## config.mk

```make
export PLATFORM = sky130hd
export DESIGN_NAME = line_block_grid_walker_core
export DESIGN_NICKNAME = d
export VERILOG_FILES = /design/src/design/lbgw_pkg.sv /design/src/design/lbgw_ctrl.sv /design/src/design/lbgw_dpath.sv /design/src/design/line_block_grid_walker_core.sv
export SDC_FILE = /design/constraint.sdc
export NUM_CORES = 2
export LEC_CHECK = 0
export BUFFER_PORTS_ARGS = -buffer_cell sky130_fd_sc_hd__buf_4
export CELL_PAD_IN_SITES_DETAIL_PLACEMENT = 1
export CELL_PAD_IN_SITES_GLOBAL_PLACEMENT = 2
export CORE_MARGIN = 1
export CORE_UTILIZATION = 38
export CTS_CLUSTER_DIAMETER = 30
export CTS_CLUSTER_SIZE = 40
export DETAILED_ROUTE_END_ITERATION = 10
export PLACE_DENSITY = 0.79
export SYNTH_ARGS = -nofsm -noshare
export SYNTH_HDL_FRONTEND = slang
export SYNTH_SLANG_ARGS = --single-unit
export TNS_END_PERCENT = 100
```

## constraint.sdc

```tcl
create_clock -name clk_i -period 5.5 [get_ports clk_i]
set_input_delay 0.825 -clock clk_i [delete_from_list [all_inputs] [get_ports clk_i]]
set_output_delay 0.825 -clock clk_i [all_outputs]
set_load 0.005 [all_outputs]
```

## src/design/lbgw_pkg.sv

```systemverilog
// lbgw_pkg: shared constants, codes and structs of the grid line walker
// used by lbgw_ctrl, lbgw_dpath and line_block_grid_walker_core
package lbgw_pkg;

  localparam int BLOCK_SHIFT     = 7;
  localparam int MAX_VISITS      = 64;
  localparam int MAX_GRID_BLOCKS = 262144;

  localparam int CRD_W = 16;
  localparam int DLT_W = 17;
  localparam int ORG_W = 17;
  localparam int GW_W  = 10;
  localparam int GB_W  = 19;
  localparam int CFG_W = 19;
  localparam int LID_W = 16;
  localparam int IDX_W = 18;
  localparam int ST_W  = 2;

  localparam int OFF_W = ORG_W + 1;
  localparam int FLR_W = OFF_W - BLOCK_SHIFT;
  localparam int FRC_W = BLOCK_SHIFT;
  localparam int PRD_W = FRC_W + DLT_W;
  localparam int GRD_W = FLR_W + GW_W + 1;
  localparam int CUR_W = GRD_W + 2;
  localparam int ERR_W = 40;
  localparam int VIS_W = $clog2(MAX_VISITS + 1);

  localparam logic [GB_W-1:0]  GRID_CAP = GB_W'(MAX_GRID_BLOCKS);
  localparam logic [VIS_W-1:0] VIS_CAP  = VIS_W'(MAX_VISITS);

  localparam logic [ST_W-1:0] ST_OK   = 2'd0;
  localparam logic [ST_W-1:0] ST_LEFT = 2'd1;
  localparam logic [ST_W-1:0] ST_CAP  = 2'd2;

  localparam logic [1:0] REG_ORIGIN_X    = 2'd0;
  localparam logic [1:0] REG_ORIGIN_Y    = 2'd1;
  localparam logic [1:0] REG_GRID_WIDTH  = 2'd2;
  localparam logic [1:0] REG_GRID_BLOCKS = 2'd3;

  typedef struct packed {
    logic [ORG_W-1:0] origin_x;
    logic [ORG_W-1:0] origin_y;
    logic [GW_W-1:0]  grid_width;
    logic [GB_W-1:0]  grid_blocks;
  } cfg_t;

  typedef struct packed {
    logic load;
    logic mul;
    logic sum;
    logic emit;
  } cmd_t;

  typedef struct packed {
    logic out_free;
    logic last;
  } sts_t;

endpackage

```

## src/design/lbgw_ctrl.sv

```systemverilog
// lbgw_ctrl: sequencer of the grid line walker, setup then one step per result
// depends on lbgw_pkg
module lbgw_ctrl (
  input  logic          clk_i,
  input  logic          rst_ni,
  input  logic          in_valid_i,
  output logic          in_ready_o,
  input  lbgw_pkg::sts_t sts_i,
  output lbgw_pkg::cmd_t cmd_o
);

  localparam logic [1:0] S_IDLE = 2'd0;
  localparam logic [1:0] S_MUL  = 2'd1;
  localparam logic [1:0] S_SUM  = 2'd2;
  localparam logic [1:0] S_WALK = 2'd3;

  logic [1:0] state_q, state_d;

  assign in_ready_o = (state_q == S_IDLE);

  always_comb begin
    state_d = state_q;
    cmd_o   = '0;
    case (state_q)
      S_IDLE: begin
        if (in_valid_i) begin
          cmd_o.load = 1'b1;
          state_d    = S_MUL;
        end
      end
      S_MUL: begin
        cmd_o.mul = 1'b1;
        state_d   = S_SUM;
      end
      S_SUM: begin
        cmd_o.sum = 1'b1;
        state_d   = S_WALK;
      end
      S_WALK: begin
        if (sts_i.out_free) begin
          cmd_o.emit = 1'b1;
          if (sts_i.last) state_d = S_IDLE;
        end
      end
      default: state_d = S_IDLE;
    endcase
  end

  always_ff @(posedge clk_i or negedge rst_ni) begin
    if (!rst_ni) begin
      state_q <= S_IDLE;
    end else begin
      state_q <= state_d;
    end
  end

endmodule

```

## src/design/lbgw_dpath.sv

```systemverilog
// lbgw_dpath: offsets, error term setup, walk registers and result register
// depends on lbgw_pkg
module lbgw_dpath (
  input  logic                        clk_i,
  input  logic                        rst_ni,
  input  lbgw_pkg::cfg_t              cfg_i,
  input  lbgw_pkg::cmd_t              cmd_i,
  output lbgw_pkg::sts_t              sts_o,
  input  logic [lbgw_pkg::LID_W-1:0]  line_id_i,
  input  logic [lbgw_pkg::CRD_W-1:0]  start_x_i,
  input  logic [lbgw_pkg::CRD_W-1:0]  start_y_i,
  input  logic [lbgw_pkg::CRD_W-1:0]  end_x_i,
  input  logic [lbgw_pkg::CRD_W-1:0]  end_y_i,
  input  logic [lbgw_pkg::DLT_W-1:0]  delta_x_i,
  input  logic [lbgw_pkg::DLT_W-1:0]  delta_y_i,
  output logic                        out_valid_o,
  input  logic                        out_ready_i,
  output logic [lbgw_pkg::LID_W-1:0]  line_out_o,
  output logic [lbgw_pkg::IDX_W-1:0]  block_index_o,
  output logic                        block_valid_o,
  output logic                        last_o,
  output logic [lbgw_pkg::ST_W-1:0]   status_o
);

  localparam int OFF_W = lbgw_pkg::OFF_W;
  localparam int FLR_W = lbgw_pkg::FLR_W;
  localparam int FRC_W = lbgw_pkg::FRC_W;
  localparam int PRD_W = lbgw_pkg::PRD_W;
  localparam int GRD_W = lbgw_pkg::GRD_W;
  localparam int CUR_W = lbgw_pkg::CUR_W;
  localparam int ERR_W = lbgw_pkg::ERR_W;
  localparam int VIS_W = lbgw_pkg::VIS_W;
  localparam int DLT_W = lbgw_pkg::DLT_W;
  localparam int CRD_W = lbgw_pkg::CRD_W;
  localparam int BS    = lbgw_pkg::BLOCK_SHIFT;

  // input stage
  logic [OFF_W-1:0] ox, oy, oex, oey, orgx, orgy;
  logic [DLT_W-1:0] adx, ady;
  logic             sx_neg, sy_neg;

  logic [FLR_W-1:0] xb_q, yb_q, exb_q, eyb_q;
  logic [FRC_W-1:0] a_q, b_q;
  logic [DLT_W-1:0] adx_q, ady_q;
  logic             sx_neg_q, sy_neg_q;
  logic [lbgw_pkg::LID_W-1:0] line_q;

  // product stage
  logic [PRD_W-1:0] p1_q, p2_q;
  logic signed [GRD_W-1:0] pc_q, pe_q, ybe, eybe, gwe;

  // walk registers
  logic [ERR_W-1:0] err_q, err_d, xdel_q, ydel_q;
  logic [CUR_W-1:0] cur_q, cur_d, end_q, ystep_q, gwx;
  logic             xneg_q;
  logic [VIS_W-1:0] visit_q, visit_nx;

  logic [lbgw_pkg::GB_W-1:0] tot;
  logic left, at_end, at_cap;

  logic out_valid_q;
  logic [lbgw_pkg::IDX_W-1:0] idx_q;
  logic vld_q, last_q;
  logic [lbgw_pkg::ST_W-1:0] st_q;

  assign orgx   = {cfg_i.origin_x[lbgw_pkg::ORG_W-1], cfg_i.origin_x};
  assign orgy   = {cfg_i.origin_y[lbgw_pkg::ORG_W-1], cfg_i.origin_y};
  assign ox     = {{2{start_x_i[CRD_W-1]}}, start_x_i} - orgx;
  assign oy     = {{2{start_y_i[CRD_W-1]}}, start_y_i} - orgy;
  assign oex    = {{2{end_x_i[CRD_W-1]}}, end_x_i} - orgx;
  assign oey    = {{2{end_y_i[CRD_W-1]}}, end_y_i} - orgy;
  assign sx_neg = delta_x_i[DLT_W-1];
  assign sy_neg = delta_y_i[DLT_W-1];
  assign adx    = sx_neg ? (~delta_x_i + DLT_W'(1)) : delta_x_i;
  assign ady    = sy_neg ? (~delta_y_i + DLT_W'(1)) : delta_y_i;

  always_ff @(posedge clk_i) begin
    if (cmd_i.load) begin
      xb_q     <= ox[OFF_W-1:BS];
      yb_q     <= oy[OFF_W-1:BS];
      exb_q    <= oex[OFF_W-1:BS];
      eyb_q    <= oey[OFF_W-1:BS];
      // distance to the far edge of the block in the step direction
      a_q      <= sx_neg ? ox[BS-1:0] : ~ox[BS-1:0];
      b_q      <= sy_neg ? oy[BS-1:0] : ~oy[BS-1:0];
      adx_q    <= adx;
      ady_q    <= ady;
      sx_neg_q <= sx_neg;
      sy_neg_q <= sy_neg;
      line_q   <= line_id_i;
    end
  end

  assign ybe  = GRD_W'($signed(yb_q));
  assign eybe = GRD_W'($signed(eyb_q));
  assign gwe  = GRD_W'({1'b0, cfg_i.grid_width});

  always_ff @(posedge clk_i) begin
    if (cmd_i.mul) begin
      p1_q <= PRD_W'(a_q) * PRD_W'(ady_q);
      p2_q <= PRD_W'(b_q) * PRD_W'(adx_q);
      pc_q <= ybe * gwe;
      pe_q <= eybe * gwe;
    end
  end

  assign gwx = CUR_W'({1'b0, cfg_i.grid_width});

  // result decisions for the current block
  assign tot      = (cfg_i.grid_blocks < lbgw_pkg::GRID_CAP) ? cfg_i.grid_blocks
                                                             : lbgw_pkg::GRID_CAP;
  assign left     = cur_q[CUR_W-1] || (cur_q >= CUR_W'(tot));
  assign visit_nx = visit_q + VIS_W'(1);
  assign at_end   = (cur_q == end_q);
  assign at_cap   = (visit_nx >= lbgw_pkg::VIS_CAP);

  always_comb begin
    err_d = err_q;
    cur_d = cur_q;
    if (err_q[ERR_W-1]) begin
      err_d = err_q + ydel_q;
      cur_d = cur_q + (xneg_q ? {CUR_W{1'b1}} : CUR_W'(1));
    end else begin
      err_d = err_q - xdel_q;
      cur_d = cur_q + ystep_q;
    end
  end

  always_ff @(posedge clk_i) begin
    if (cmd_i.sum) begin
      if (adx_q == '0) begin
        err_q <= ERR_W'(1);
      end else if (ady_q == '0) begin
        err_q <= {ERR_W{1'b1}};
      end else begin
        err_q <= ERR_W'(p1_q) - ERR_W'(p2_q);
      end
      cur_q   <= CUR_W'(pc_q) + CUR_W'($signed(xb_q));
      end_q   <= CUR_W'(pe_q) + CUR_W'($signed(exb_q));
      xdel_q  <= ERR_W'({adx_q, {BS{1'b0}}});
      ydel_q  <= ERR_W'({ady_q, {BS{1'b0}}});
      xneg_q  <= sx_neg_q;
      ystep_q <= sy_neg_q ? (~gwx + CUR_W'(1)) : gwx;
      visit_q <= '0;
    end else if (cmd_i.emit && !(left || at_end || at_cap)) begin
      err_q   <= err_d;
      cur_q   <= cur_d;
      visit_q <= visit_nx;
    end
  end

  assign sts_o.out_free = !out_valid_q || out_ready_i;
  assign sts_o.last     = left || at_end || at_cap;

  always_ff @(posedge clk_i or negedge rst_ni) begin
    if (!rst_ni) begin
      out_valid_q <= 1'b0;
    end else if (cmd_i.emit) begin
      out_valid_q <= 1'b1;
    end else if (out_ready_i) begin
      out_valid_q <= 1'b0;
    end
  end

  always_ff @(posedge clk_i) begin
    if (cmd_i.emit) begin
      line_out_o <= line_q;
      if (left) begin
        idx_q  <= '0;
        vld_q  <= 1'b0;
        last_q <= 1'b1;
        st_q   <= lbgw_pkg::ST_LEFT;
      end else begin
        idx_q  <= cur_q[lbgw_pkg::IDX_W-1:0];
        vld_q  <= 1'b1;
        last_q <= at_end || at_cap;
        st_q   <= (!at_end && at_cap) ? lbgw_pkg::ST_CAP : lbgw_pkg::ST_OK;
      end
    end
  end

  assign out_valid_o   = out_valid_q;
  assign block_index_o = idx_q;
  assign block_valid_o = vld_q;
  assign last_o        = last_q;
  assign status_o      = st_q;

endmodule

```

## src/design/line_block_grid_walker_core.sv

```systemverilog
// line_block_grid_walker_core: top level with configuration registers
// depends on lbgw_pkg, lbgw_ctrl and lbgw_dpath

// One segment is taken at a time. After it is accepted, the setup states S_MUL
// and S_SUM form the block indexes and the starting error term, then one result
// item per cycle leaves through the output register while the consumer takes
// it. The next segment is accepted in the cycle after the last result is
// produced, even while that result still waits to be taken. Configuration
// writes go straight into the registers and must come only while no segment
// is in work.
module line_block_grid_walker_core (
  input  logic                        clk_i,
  input  logic                        rst_ni,
  input  logic                        cfg_we_i,
  input  logic [1:0]                  cfg_index_i,
  input  logic [lbgw_pkg::CFG_W-1:0]  cfg_data_i,
  input  logic                        in_valid_i,
  output logic                        in_ready_o,
  input  logic [lbgw_pkg::LID_W-1:0]  line_id_i,
  input  logic [lbgw_pkg::CRD_W-1:0]  start_x_i,
  input  logic [lbgw_pkg::CRD_W-1:0]  start_y_i,
  input  logic [lbgw_pkg::CRD_W-1:0]  end_x_i,
  input  logic [lbgw_pkg::CRD_W-1:0]  end_y_i,
  input  logic [lbgw_pkg::DLT_W-1:0]  delta_x_i,
  input  logic [lbgw_pkg::DLT_W-1:0]  delta_y_i,
  output logic                        out_valid_o,
  input  logic                        out_ready_i,
  output logic [lbgw_pkg::LID_W-1:0]  line_out_o,
  output logic [lbgw_pkg::IDX_W-1:0]  block_index_o,
  output logic                        block_valid_o,
  output logic                        last_o,
  output logic [lbgw_pkg::ST_W-1:0]   status_o
);

  lbgw_pkg::cfg_t cfg_q;
  lbgw_pkg::cmd_t cmd;
  lbgw_pkg::sts_t sts;

  always_ff @(posedge clk_i or negedge rst_ni) begin
    if (!rst_ni) begin
      cfg_q.origin_x    <= '0;
      cfg_q.origin_y    <= '0;
      cfg_q.grid_width  <= lbgw_pkg::GW_W'(1);
      cfg_q.grid_blocks <= lbgw_pkg::GB_W'(1);
    end else if (cfg_we_i) begin
      case (cfg_index_i)
        lbgw_pkg::REG_ORIGIN_X:    cfg_q.origin_x    <= cfg_data_i[lbgw_pkg::ORG_W-1:0];
        lbgw_pkg::REG_ORIGIN_Y:    cfg_q.origin_y    <= cfg_data_i[lbgw_pkg::ORG_W-1:0];
        lbgw_pkg::REG_GRID_WIDTH:  cfg_q.grid_width  <= cfg_data_i[lbgw_pkg::GW_W-1:0];
        lbgw_pkg::REG_GRID_BLOCKS: cfg_q.grid_blocks <= cfg_data_i[lbgw_pkg::GB_W-1:0];
        default: ;
      endcase
    end
  end

  lbgw_ctrl u_ctrl (
    .clk_i      (clk_i),
    .rst_ni     (rst_ni),
    .in_valid_i (in_valid_i),
    .in_ready_o (in_ready_o),
    .sts_i      (sts),
    .cmd_o      (cmd)
  );

  lbgw_dpath u_dpath (
    .clk_i         (clk_i),
    .rst_ni        (rst_ni),
    .cfg_i         (cfg_q),
    .cmd_i         (cmd),
    .sts_o         (sts),
    .line_id_i     (line_id_i),
    .start_x_i     (start_x_i),
    .start_y_i     (start_y_i),
    .end_x_i       (end_x_i),
    .end_y_i       (end_y_i),
    .delta_x_i     (delta_x_i),
    .delta_y_i     (delta_y_i),
    .out_valid_o   (out_valid_o),
    .out_ready_i   (out_ready_i),
    .line_out_o    (line_out_o),
    .block_index_o (block_index_o),
    .block_valid_o (block_valid_o),
    .last_o        (last_o),
    .status_o      (status_o)
  );

  a_no_emit_when_ready: assert property (@(posedge clk_i) disable iff (!rst_ni)
    cmd.emit |-> !in_ready_o)
    else $error("result produced while accepting items");

  a_busy_after_accept: assert property (@(posedge clk_i) disable iff (!rst_ni)
    (in_valid_i && in_ready_o) |=> !in_ready_o)
    else $error("ready right after accept");

  a_invalid_is_left: assert property (@(posedge clk_i) disable iff (!rst_ni)
    (out_valid_o && !block_valid_o) |-> (last_o && status_o == lbgw_pkg::ST_LEFT))
    else $error("invalid block without left-grid end");

  a_stop_is_last: assert property (@(posedge clk_i) disable iff (!rst_ni)
    (out_valid_o && status_o != lbgw_pkg::ST_OK) |-> last_o)
    else $error("stop status on a non-final item");

  a_emit_has_room: assert property (@(posedge clk_i) disable iff (!rst_ni)
    (cmd.emit && out_valid_o) |-> out_ready_i)
    else $error("result register overwritten");

endmodule

```

==> metrics.csv <==
metric,value,unit
run_status,finished clean,
synth_ff_type,edfxtp_1,
use_met2,39.8,%
worstHoldPathType,input port to asynchronous set/reset pin,
placed_area,0.0455,mm2
viasPerCell,5.14,
syn2layout_area_growth,21.1,%
die-area,0.111,mm2
fp.dieH,333,um
synth-edff-count,373,
die_w,333,um
fillCellCount,12100,
overflow,0,
clkLatencyLatePin,0.72,ns
synth_commonest_cells,"633 x inv_1, 403 x ha_1, 373 x edfxtp_1, 366 x nand2_1, 364 x fa_1",
path_class,flop to flop,
arrival,5.78,ns
drv_cap,0,
rrSetupSlack,0.19,ns
top_usage_layer,met2,
tns,0,ns
period_share,96.6,%
setup_viol,0,
gp_congestion,0.852,
fmax,188,MHz
synth.area.top_cells,"edfxtp_1 27%, fa_1 18%, ha_1 12%",
cts_hold_buf,0,
worstSetupStartpointType,flop,
grt_use_total,22.0,%
ioPinCount,180,
synth_cell_type_count,85,
synthesis.instances,4125,
cp_max_fo,6,
hold_viol,0,
rows,121,
wirelength,121,mm
nets,5388,
numCtsBuffers,134,
clkSlewWorstSetupHoldPaths,0.04,ns
use_met3,3.11,%
cp_data_required_time,5.96,ns
synth.most_common_cell,inv_1,
slew_headroom,24.3,%
path_buf_inv,5,
worst_slew_pin_slew,1.14,ns
drc,0,
path_cells,"buf_12, buf_12, nand2_1, fa_1, inv_1, fa_1, fa_1, fa_1, inv_1, fa_1, inv_1, ha_1, a21o_1, a21o_1, a21o_1, nor3_2, nand3_1, a31o_2, a21o_1, xnor2_1",
cts.path.max_buffers,3,
yosys.area.top_type,edfxtp_1,
drt_pass1_iterations,5,
initial_utilization,38.3,%
fin_area,0.0504,mm2
cts_tree,yes,
drive_above_1_share,14.7,%
yosysTopAreaCellShare,26.9,%
core_area,0.109,mm2
crit_slowest_cell,fa_1,
grt_max_degree,132,
num_vias,30900,
ys_seq_elements,446,
ant_nets,0,
cpLargestDelayFamily,adder cells,
avgSynthCellArea,10.1,um2
dp_hpwl,94.6,mm
fin_worst_skew,0.0248,ns
cp_slowest_stage_delay,0.56,ns
synth_area,0.0416,mm2
cts.sinks,446,
grt_pass1_wl,190,mm
antenna_found_initial,6,
wl_per_cell,20.2,um
drtIter0Drc,1233,
end_kind,flop,
post-route-min-period,5.31,ns
drv_slew,0,
async_flop_share,14.8,%
synth_fp_nets,5032,
root_buffer,clkbuf_16,
seq_area_frac_synth,31.2,%
portBuffers,179,
h-tree-depth,4,
yosys_warnings,0,
crit_path_frequent_cell,fa_1,
grt_util_met1,26.8,%
grt_pass1_vias,33600,
cell type report:
| type | instances | area, um2 | area share, % |
|---|---|---|---|
| well taps | 1414 | 1770 | 3.51 |
| repair buffers | 326 | 2530 | 5.01 |
| flip-flops and latches | 446 | 13000 | 25.8 |
| multi-input cells | 2938 | 26000 | 51.6 |
| clock inverters | 95 | 1220 | 2.43 |
| inverters | 635 | 2380 | 4.73 |
| clock buffers | 154 | 3450 | 6.84 |
| diodes | 3 | 7.51 | 0.0149 |
flip-flops by register name (all words and copies together), names as in the netlist, 18 cells and up:
name	count
cfg_q	63
u_dpath.block_index_o	18
u_dpath.cur_q	24
u_dpath.end_q	23
u_dpath.err_q	33
u_dpath.p1_q	24
u_dpath.p2_q	24
u_dpath.pc_q	22
u_dpath.pe_q	22
u_dpath.ystep_q	18
through the flow:
step	std cells	hold WS (ns)	setup slack, ns	utilization [%]
floorplan	4125	0.400	-0.0612	-
detailed placement	5753	0.405	-0.213	41.8
CTS	6002	0.0589	0.00628	46.1
finish	6011	0.0910	0.185	46.3
global placement	5753	0.401	-0.194	41.8
global route	6009	0.0899	-0.0284	46.3
routing by layer:
metal,vias up,routed length (um)
met4,0,3400
met5,-,0
met3,189,3760
met2,448,62800
li1,14600,-
met1,15700,51400
cells in the final DEF (no fill, tap or decap), types with 154 or more instances in the layout:
| master | instances |
|---|---|
| xnor2_1 | 220 |
| buf_4 | 318 |
| a21oi_1 | 166 |
| o21ai_0 | 154 |
| and2_1 | 292 |
| edfxtp_1 | 373 |
| fa_1 | 362 |
| ha_1 | 399 |
| nor2_1 | 157 |
| inv_1 | 632 |
| nand2_1 | 364 |
logic make-up (layout without fill, tap and decap cells):
family / after synthesis / in the layout / synth area share (%)
multiplexers: 60 / 60 / 1.60
other: 0 / 3 / 0
AO/OA/AOI/OAI: 695 / 695 / 10.8
AND/OR/NAND/NOR: 1109 / 1109 / 13.5
XOR/XNOR: 307 / 307 / 6.46
buffers and inverters: 741 / 1210 / 6.72
flip-flops: 446 / 446 / 31.2
adder cells (fa/ha/maj): 767 / 767 / 29.6
final timing paths:
path,from,end,depth (start not counted)
hold / removal,rst_ni,cfg_q[30],1
max in group asynchronous,rst_ni,cfg_q[22],2
min in group clk_i,line_id_i[0],u_dpath.line_q[0],1
setup reg to reg,cfg_q[24],u_dpath.pe_q[20],20
setup / recovery,cfg_q[24],u_dpath.pe_q[20],20
hold reg to reg,u_dpath.line_q[11],u_dpath.line_out_o[11],0
what timing repair did:
| action | in CTS | in global routing |
|---|---|---|
| setup endpoints to repair | 3 | 12 |
| gates resized for setup | 4 | 38 |
| gates cloned | 0 | 1 |
| buffers inserted | 0 | 5 |
| pin swaps | 2 | 12 |
Power is not shown: default switching activity piles up to over one toggle a cycle in this logic, so the estimate is an artifact.
